<file path="config.mk">
export PLATFORM = sky130hd
export DESIGN_NAME = ranked_list_average_precision_core
export DESIGN_NICKNAME = d
export VERILOG_FILES = /design/src/rlap_pkg.sv /design/src/rlap_div.sv /design/src/ranked_list_average_precision_core.sv
export SDC_FILE = /design/constraint.sdc
export NUM_CORES = 1
export LEC_CHECK = 0
export ABC_AREA = 1
export BUFFER_PORTS_ARGS = -buffer_cell sky130_fd_sc_hd__buf_2
export CAP_MARGIN = 20
export CORE_UTILIZATION = 55
export CTS_BUF_LIST = sky130_fd_sc_hd__clkbuf_4 sky130_fd_sc_hd__clkbuf_8
export CTS_CLUSTER_DIAMETER = 80
export CTS_CLUSTER_SIZE = 10
export DETAILED_ROUTE_END_ITERATION = 10
export GPL_TIMING_DRIVEN = 1
export PLACE_DENSITY = 0.74
export SLEW_MARGIN = 20
export SYNTH_ARGS = -nofsm -noshare
export SYNTH_HDL_FRONTEND = slang
export SYNTH_SLANG_ARGS = --single-unit
</file>
<file path="constraint.sdc">
create_clock -name clk -period 9.2 [get_ports clk]
set_input_delay 1.38 -clock clk [delete_from_list [all_inputs] [get_ports clk]]
set_output_delay 1.38 -clock clk [all_outputs]
set_load 0.05 [all_outputs]
</file>
<file path="src/rlap_pkg.sv">
// Shared constants, types and state codes of the ranked-list average precision core.
// No dependencies; compile before every other file in src.
package rlap_pkg;

    localparam int MAX_LIST  = 1024;
    localparam int FRAC_BITS = 16;

    localparam int LEN_W     = 11;
    localparam int POS_W     = 16;
    localparam int CFG_W     = 16;
    localparam int CNT_W     = $clog2(MAX_LIST) + 1;
    localparam int SUM_W     = CNT_W + FRAC_BITS;
    localparam int FX_W      = FRAC_BITS + 1;
    localparam int REM_W     = CNT_W + 1;
    localparam int STEP_W    = $clog2(FX_W + 1);
    localparam int OUT_BITS  = 2 * CNT_W + 3 * FX_W;
    localparam int TDATA_W   = ((OUT_BITS + 7) / 8) * 8;

    localparam logic [FX_W-1:0] ONE_FX = {1'b1, {FRAC_BITS{1'b0}}};

    typedef enum logic [0:0] {
        REG_LIST_LENGTH = 1'b0,
        REG_POSSIBLE_POS = 1'b1
    } cfg_reg_t;

    typedef enum logic [2:0] {
        ST_IDLE,
        ST_START1,
        ST_WAIT1,
        ST_START2,
        ST_WAIT2,
        ST_DONE
    } state_t;

    typedef struct packed {
        logic             start;
        logic [SUM_W-1:0] num;
        logic [CNT_W-1:0] den;
    } div_req_t;

    typedef struct packed {
        logic            busy;
        logic [FX_W-1:0] quot;
    } div_rsp_t;

endpackage

</file>
<file path="src/rlap_div.sv">
// Bit-serial restoring divider: saturated fixed-point ratio num / den, one quotient bit a cycle.
// Depends on rlap_pkg.
module rlap_div
(
    input  logic               clk,
    input  logic               rst_n,
    input  rlap_pkg::div_req_t req,
    output rlap_pkg::div_rsp_t rsp
);

    logic                          busy_reg;
    logic                          busy_next;
    logic [rlap_pkg::STEP_W-1:0]   step_reg;
    logic [rlap_pkg::STEP_W-1:0]   step_next;
    logic [rlap_pkg::REM_W-1:0]    rem_reg;
    logic [rlap_pkg::REM_W-1:0]    rem_next;
    logic [rlap_pkg::FX_W-1:0]     quot_reg;
    logic [rlap_pkg::FX_W-1:0]     quot_next;
    logic [rlap_pkg::CNT_W-1:0]    den_reg;
    logic [rlap_pkg::CNT_W-1:0]    den_next;
    logic                          trial_ge;
    logic [rlap_pkg::REM_W-1:0]    rem_sub;
    logic                          sat;

    assign trial_ge = rem_reg >= {1'b0, den_reg};
    assign rem_sub  = trial_ge ? (rem_reg - {1'b0, den_reg}) : rem_reg;
    // quotient reaches 2.0 or more: saturate without iterating
    assign sat = req.num >= {{(rlap_pkg::SUM_W - rlap_pkg::REM_W){1'b0}}, req.den, 1'b0};

    always_comb
    begin
        busy_next = busy_reg;
        step_next = step_reg;
        rem_next  = rem_reg;
        quot_next = quot_reg;
        den_next  = den_reg;
        if (req.start)
        begin
            den_next = req.den;
            step_next = '0;
            if (sat)
            begin
                busy_next = 1'b0;
                quot_next = rlap_pkg::ONE_FX;
            end
            else
            begin
                busy_next = 1'b1;
                rem_next  = req.num[rlap_pkg::REM_W-1:0];
                quot_next = '0;
            end
        end
        else if (busy_reg)
        begin
            quot_next = {quot_reg[rlap_pkg::FX_W-2:0], trial_ge};
            rem_next  = {rem_sub[rlap_pkg::REM_W-2:0], 1'b0};
            step_next = step_reg + 1'b1;
            if (step_reg == rlap_pkg::STEP_W'(rlap_pkg::FX_W - 1))
            begin
                busy_next = 1'b0;
            end
        end
    end

    always_ff @(posedge clk or negedge rst_n)
    begin
        if (!rst_n)
        begin
            busy_reg <= 1'b0;
            step_reg <= '0;
        end
        else
        begin
            busy_reg <= busy_next;
            step_reg <= step_next;
        end
    end

    always_ff @(posedge clk)
    begin
        rem_reg  <= rem_next;
        quot_reg <= quot_next;
        den_reg  <= den_next;
    end

    assign rsp.busy = busy_reg;
    assign rsp.quot = (quot_reg > rlap_pkg::ONE_FX) ? rlap_pkg::ONE_FX : quot_reg;

endmodule

</file>
<file path="src/ranked_list_average_precision_core.sv">
// Top level of the ranked-list average precision core: counters, sequencer, output register.
// Depends on rlap_pkg and rlap_div.
//
// Usage:
//   Input stream (s_tvalid/s_tready/s_tdata): one relevance bit per ranked result,
//   in rank order, in s_tdata[0]. Output stream (m_tvalid/m_tready/m_tdata/m_tlast/
//   m_tuser): one result per request with rank, hits, precision, recall and average
//   precision; m_tlast marks the last rank of a list, m_tuser flags a zero divisor.
//   Configuration: cfg_we/cfg_index/cfg_data write list_length (index 0) and
//   possible_positives (index 1); write only while no request is in flight.
//   Sequencing: an accepted request runs one divider pass for precision and recall, then
//   loads the output register; a last rank with a nonzero divisor takes a second pass
//   for average precision, which ends at once if that ratio saturates. Each pass is a
//   bit-serial divider, one quotient bit a cycle; precision and recall share a pass on
//   two divider instances. The core takes no new request while one runs; the next is
//   taken once the previous result is in the output register, even while it waits.
//   Reset: counters and precision sum clear, list_length returns to 100 and
//   possible_positives to 0. A stalled receiver holds the result and, once the core
//   finishes the following request, blocks s_tready until the register frees.
module ranked_list_average_precision_core
(
    input  logic                          clk,
    input  logic                          rst_n,
    input  logic                          s_tvalid,
    output logic                          s_tready,
    input  logic [7:0]                    s_tdata,   // [0] is_relevant
    output logic                          m_tvalid,
    input  logic                          m_tready,
    // rank, hits_so_far, precision, recall, average_precision from bit 0, zero-filled
    output logic [rlap_pkg::TDATA_W-1:0]  m_tdata,
    output logic                          m_tlast,   // is_last
    output logic                          m_tuser,   // zero_divisor
    input  logic                          cfg_we,
    input  logic [0:0]                    cfg_index,
    input  logic [rlap_pkg::CFG_W-1:0]    cfg_data
);

    rlap_pkg::state_t               state_reg;
    rlap_pkg::state_t               state_next;

    logic [rlap_pkg::LEN_W-1:0]     list_length_reg;
    logic [rlap_pkg::POS_W-1:0]     possible_positives_reg;
    logic [rlap_pkg::CNT_W-1:0]     rank_count_reg;
    logic [rlap_pkg::CNT_W-1:0]     hit_count_reg;
    logic [rlap_pkg::SUM_W-1:0]     sum_reg;

    logic                           rel_reg;
    logic [rlap_pkg::CNT_W-1:0]     rank_reg;
    logic [rlap_pkg::CNT_W-1:0]     hits_reg;
    logic                           last_reg;
    logic                           zdiv_reg;
    logic [rlap_pkg::CNT_W-1:0]     divisor_reg;
    logic [rlap_pkg::FX_W-1:0]      prec_reg;
    logic [rlap_pkg::FX_W-1:0]      rec_reg;
    logic [rlap_pkg::FX_W-1:0]      ap_reg;

    logic                           m_tvalid_reg;
    logic [rlap_pkg::TDATA_W-1:0]   m_tdata_reg;
    logic                           m_tlast_reg;
    logic                           m_tuser_reg;

    logic [rlap_pkg::CNT_W-1:0]     eff_len;
    logic [rlap_pkg::CNT_W-1:0]     divisor;
    logic [rlap_pkg::CNT_W-1:0]     rank_new;
    logic [rlap_pkg::CNT_W-1:0]     hits_new;
    logic                           in_accept;
    logic                           pass1_done;
    logic                           pass2_done;
    logic                           out_load;

    rlap_pkg::div_req_t             req_a;
    rlap_pkg::div_req_t             req_b;
    rlap_pkg::div_rsp_t             rsp_a;
    rlap_pkg::div_rsp_t             rsp_b;

    rlap_div u_div_a
    (
        .clk   (clk),
        .rst_n (rst_n),
        .req   (req_a),
        .rsp   (rsp_a)
    );

    rlap_div u_div_b
    (
        .clk   (clk),
        .rst_n (rst_n),
        .req   (req_b),
        .rsp   (rsp_b)
    );

    always_comb
    begin
        if (list_length_reg == '0)
        begin
            eff_len = rlap_pkg::CNT_W'(1);
        end
        else if (32'(list_length_reg) > rlap_pkg::MAX_LIST)
        begin
            eff_len = rlap_pkg::CNT_W'(rlap_pkg::MAX_LIST);
        end
        else
        begin
            eff_len = rlap_pkg::CNT_W'(list_length_reg);
        end
        if (32'(possible_positives_reg) < 32'(eff_len))
        begin
            divisor = rlap_pkg::CNT_W'(possible_positives_reg);
        end
        else
        begin
            divisor = eff_len;
        end
    end

    assign rank_new = rank_count_reg + 1'b1;
    assign hits_new = hit_count_reg + rlap_pkg::CNT_W'(s_tdata[0]);

    // next state
    always_comb
    begin
        state_next = state_reg;
        case (state_reg)
            rlap_pkg::ST_IDLE:
            begin
                if (s_tvalid)
                begin
                    state_next = rlap_pkg::ST_START1;
                end
            end
            rlap_pkg::ST_START1:
            begin
                state_next = rlap_pkg::ST_WAIT1;
            end
            rlap_pkg::ST_WAIT1:
            begin
                if (!rsp_a.busy && !rsp_b.busy)
                begin
                    state_next = (last_reg && !zdiv_reg) ? rlap_pkg::ST_START2
                                                         : rlap_pkg::ST_DONE;
                end
            end
            rlap_pkg::ST_START2:
            begin
                state_next = rlap_pkg::ST_WAIT2;
            end
            rlap_pkg::ST_WAIT2:
            begin
                if (!rsp_a.busy)
                begin
                    state_next = rlap_pkg::ST_DONE;
                end
            end
            rlap_pkg::ST_DONE:
            begin
                if (!m_tvalid_reg || m_tready)
                begin
                    state_next = rlap_pkg::ST_IDLE;
                end
            end
            default:
            begin
                state_next = rlap_pkg::ST_IDLE;
            end
        endcase
    end

    // sequencer outputs
    always_comb
    begin
        s_tready    = (state_reg == rlap_pkg::ST_IDLE);
        pass1_done  = (state_reg == rlap_pkg::ST_WAIT1) && !rsp_a.busy && !rsp_b.busy;
        pass2_done  = (state_reg == rlap_pkg::ST_WAIT2) && !rsp_a.busy;
        out_load    = (state_reg == rlap_pkg::ST_DONE) && (!m_tvalid_reg || m_tready);
        req_a.start = (state_reg == rlap_pkg::ST_START1) || (state_reg == rlap_pkg::ST_START2);
        req_b.start = (state_reg == rlap_pkg::ST_START1);
        if (state_reg == rlap_pkg::ST_START2)
        begin
            req_a.num = sum_reg;
            req_a.den = divisor_reg;
        end
        else
        begin
            req_a.num = rlap_pkg::SUM_W'(hits_reg);
            req_a.den = rank_reg;
        end
        req_b.num = rlap_pkg::SUM_W'(hits_reg);
        req_b.den = divisor_reg;
    end

    assign in_accept = s_tvalid && s_tready;

    always_ff @(posedge clk or negedge rst_n)
    begin
        if (!rst_n)
        begin
            state_reg              <= rlap_pkg::ST_IDLE;
            list_length_reg        <= rlap_pkg::LEN_W'(100);
            possible_positives_reg <= '0;
            rank_count_reg         <= '0;
            hit_count_reg          <= '0;
            sum_reg                <= '0;
            m_tvalid_reg           <= 1'b0;
        end
        else
        begin
            state_reg <= state_next;
            if (cfg_we)
            begin
                case (rlap_pkg::cfg_reg_t'(cfg_index))
                    rlap_pkg::REG_LIST_LENGTH:
                    begin
                        list_length_reg <= cfg_data[rlap_pkg::LEN_W-1:0];
                    end
                    rlap_pkg::REG_POSSIBLE_POS:
                    begin
                        possible_positives_reg <= cfg_data[rlap_pkg::POS_W-1:0];
                    end
                    default:
                    begin
                        list_length_reg <= list_length_reg;
                    end
                endcase
            end
            if (pass1_done && rel_reg)
            begin
                sum_reg <= sum_reg + rlap_pkg::SUM_W'(rsp_a.quot);
            end
            if (out_load)
            begin
                if (last_reg)
                begin
                    rank_count_reg <= '0;
                    hit_count_reg  <= '0;
                    sum_reg        <= '0;
                end
                else
                begin
                    rank_count_reg <= rank_reg;
                    hit_count_reg  <= hits_reg;
                end
            end
            if (out_load)
            begin
                m_tvalid_reg <= 1'b1;
            end
            else if (m_tready)
            begin
                m_tvalid_reg <= 1'b0;
            end
        end
    end

    always_ff @(posedge clk)
    begin
        if (in_accept)
        begin
            rel_reg     <= s_tdata[0];
            rank_reg    <= rank_new;
            hits_reg    <= hits_new;
            last_reg    <= (rank_new >= eff_len);
            zdiv_reg    <= (divisor == '0);
            divisor_reg <= divisor;
        end
        if (pass1_done)
        begin
            prec_reg <= rsp_a.quot;
            rec_reg  <= zdiv_reg ? '0 : rsp_b.quot;
            ap_reg   <= '0;
        end
        if (pass2_done)
        begin
            ap_reg <= rsp_a.quot;
        end
        if (out_load)
        begin
            m_tdata_reg <= rlap_pkg::TDATA_W'({ap_reg, rec_reg, prec_reg, hits_reg, rank_reg});
            m_tlast_reg <= last_reg;
            m_tuser_reg <= zdiv_reg;
        end
    end

    assign m_tvalid = m_tvalid_reg;
    assign m_tdata  = m_tdata_reg;
    assign m_tlast  = m_tlast_reg;
    assign m_tuser  = m_tuser_reg;

    a_ready_idle_dividers: assert property (@(posedge clk) disable iff (!rst_n)
        s_tready |-> (!rsp_a.busy && !rsp_b.busy))
        else $error("request taken while a divider runs");

    a_output_from_done: assert property (@(posedge clk) disable iff (!rst_n)
        $rose(m_tvalid) |-> ($past(state_reg) == rlap_pkg::ST_DONE))
        else $error("result presented outside the done state");

    a_hits_within_rank: assert property (@(posedge clk) disable iff (!rst_n)
        (state_reg == rlap_pkg::ST_DONE) |-> (hits_reg <= rank_reg))
        else $error("hit count exceeds rank");

    a_prec_bounded: assert property (@(posedge clk) disable iff (!rst_n)
        (state_reg == rlap_pkg::ST_DONE) |-> (prec_reg <= rlap_pkg::ONE_FX))
        else $error("precision above one");

endmodule
</file>
==> impl_metrics.toml <==
[logic_synthesis]
yosysMostFrequentCell = "edfxtp_1"
seq_area_frac_synth = 0.590
yosys.area.top_type_share = 0.448
ys_types = 54
synth_seq_cells = 334
async_reset_ff_frac = 0.275
synth.largest_area_cell = "edfxtp_1"
synth_edf_count = 242
synthMuxAreaShare = 0.00278
synth_compound_area_frac = 0.105
synthSimpleGateAreaFrac = 0.140
synth_area_sq_um = 16200
ys.flop_type = "edfxtp_1"
synthAdderAreaFrac = 0.0715
yosysWarningCount = 0
synth_top_family_by_area = "simple AND/OR/NAND/NOR gates"
synth_area_leaders = "edfxtp_1 (45%), dfrtp_1 (14%), ha_1 (6.8%)"
ys_top_cells_by_count = "edfxtp_1 (242), nand2_1 (238), inv_1 (209)"
synth_xor_area_frac = 0.0194
avgSynthCellArea_sq_um = 10.2
synthCells = 1595

[grt]
track_usage = 0.237
antenna_found_initial = 0
grt_pass1_wl_um = 56900
grt_pass1_vias = 11074
grt_overflow_total = 0
grt_max_degree = 75

[critical_path]
slowest_stage = "dfrtp_1"
crit_buf_inv = 6
worst_ep_arrival_time_ns = 4.17
r2r-start = "state_reg[2]$_DFFE_PN0P_"
setup.worst_path.class = "reg2reg"
start_kind = "flop"
ff2ff_path_depth = 20
required_ns = 9.44
crit_path_max_fanout = 54
timing.rr.end = "u_div_a.rem_reg[8]$_DFFE_PP_"
path_cells = "nor2_4, buf_4, inv_2, nor2_2, buf_4, inv_2, o21ai_1, ha_1, nand2_1, inv_1, nor2_1, o21ai_0, nand2_1, o2111ai_1, nand2_1, o41ai_1, nand2_1, nand2_1, a21boi_1, buf_4"
cpMostUsedCell = "nand2_1"
crit_path_end_kind = "flop"
slowest_delay_ns = 0.48
crit_family = "buffers and inverters"
rrSetupSlack_ns = 5.27

[timing]
timing.final.ws_setup_ns = 5.27
final_max_slew_viol_count = 0
fin_skew_ns = 0.0221
worst_pin_slew_ns = 1.02
rsz0062_at_grt = "false"
post-route-min-period_ns = 3.93
relSlewSlack = 0.318
fin_tns_setup_ns = 0
final_hold_viol_count = 0
setup_viol = 0
max_freq_mhz = 254
post-route-period-util = 0.427

[routing]
drt-pass1-iter-count = 5
met3_length_um = 1900
ant_nets = 0
drt-met1-wl_um = 15400
routed_via_density = 5.47
routed-wl-met2_um = 16400
wire_per_inst_um = 16.5
drt_iter0_drc = 1019
vias = 11554
top_layer = "met4"
drc_errors = 0
routed_wl_um = 34800

[floorplanning]
rows = 62
coreArea_sq_um = 28900
die_y_um = 174
start_util = 0.562
fp.dieW_um = 174
pin_count = 114
dieArea_sq_um = 30200

[layout]
instances_no_fill = 2114
final_cell_area_sq_um = 17900
fillers = 2400
drive_gt1_frac = 0.139
fin_util = 0.619
seq_area_sq_um = 9570
num_antenna_cells = 0
largest_reg_flops = 73
area_delta_synth_final_pct = 10.1
multi_input_area_sq_um = 5540
fin_nets = 1822

[clocking]
postCtsResizedCells = 0
htreeDepth = 2
numCtsBuffers = 39
cts_sinks = 334
clk_pin_slew_ns = 0.08
clockBufferDepth = 3
clock_latency_ns = 0.56
cts_tree = "done"
hold_buffers = 0
cts-root-buf = "clkbuf_8"
postCtsSetupBuffers = 0

[hold_path]
hold_path.startpoint = "prec_reg[15]$_DFFE_PP_"
hold_path_class = "reg2reg"
worstHoldEndpoint = "m_tdata[37]$_DFFE_PP_"
whs_path_depth = 0

[run_status]
status = "complete, no violations"

[place]
dp_cells = 2044
place_congestion = 0.956
place_area_sq_um = 17100
portBuffers = 99
hpwl_um = 25100
dp_worst_setup_slack_ns = 5.30

[flow_run]
max_cap_violations = 0

[power_and_ir_drop]
p_leak_nw = 7.91
peakVddDrop_v = 0.000158
powerDensity_nw_per_um2 = 329
[worst max path at each step]
stage / start / end / cells after the start
4_1_cts: state_reg[2]$_DFFE_PN0P_ / u_div_a.rem_reg[8]$_DFFE_PP_ / 20
3_3_place_gp: state_reg[2]$_DFFE_PN0P_ / u_div_a.rem_reg[3]$_DFFE_PP_ / 20
5_1_grt: state_reg[2]$_DFFE_PN0P_ / u_div_a.rem_reg[10]$_DFFE_PP_ / 20
6_report: state_reg[2]$_DFFE_PN0P_ / u_div_a.rem_reg[8]$_DFFE_PP_ / 20
3_5_place_dp: state_reg[2]$_DFFE_PN0P_ / u_div_a.rem_reg[3]$_DFFE_PP_ / 20
2_1_floorplan: m_tready / m_tdata[0]$_DFFE_PP_ / 6
[report_power, final]
group / total, mW / switching (mW) / internal [mW]
clock network: 1.03 / 0.514 / 0.516
registers: 2.46 / 0.276 / 2.19
logic: 2.39 / 1.60 / 0.781
[metal layers]
metal / vias to the layer above / global-route usage
met4: 0 / 0.0888
li1: 5646 / -
met5: - / 0
met2: 364 / 0.387
met1: 5464 / 0.327
met3: 80 / 0.0281
[cell families (layout without fill, tap and decap cells)]
| kind of cell | count (synthesis) | count (layout) |
|---|---|---|
| compound gates | 305 | 305 |
| xor+xnor | 36 | 36 |
| fa+ha+maj | 91 | 91 |
| buf+inv | 296 | 425 |
| flops | 334 | 334 |
| mux | 4 | 4 |
| other cells | 1 | 7 |
| simple gates | 528 | 528 |
[cells in the final DEF (no fill, tap or decap), types with 12 or more instances in the layout]
cell type,synthesis,routed
inv_1,209,209
nand2_1,238,238
a21oi_1,90,90
inv_2,35,34
clkbuf_4,0,27
edfxtp_1,242,242
buf_2,5,98
o21ai_1,91,91
dfrtp_1,89,89
ha_1,88,88
o211ai_1,12,12
o21ai_0,65,65
xor2_1,30,30
nor3_1,40,39
nand4_1,16,16
nand3_1,62,62
nor2_1,134,134
clkbuf_8,0,40
[area by class of cell]
type                       instances  share of cell area
timing repair buffer             109              0.0321
multi-input combinational        971               0.310
sequential                       334               0.536
clock inverter                     3             0.00133
clock buffer                      67              0.0421
inverter                         246              0.0518
tap                              384              0.0269
[per-stage QoR]
| step | power (mW) | hold slack (ns) |
|---|---|---|
| floorplan | 4.23 | 0.400 |
| global placement | 4.75 | 0.402 |
| detailed placement | 4.85 | 0.405 |
| CTS | 5.89 | 0.415 |
| global route | 6.31 | 0.420 |
| finish | 5.88 | 0.411 |
No activity file was read; power rests on OpenSTA's default activity.
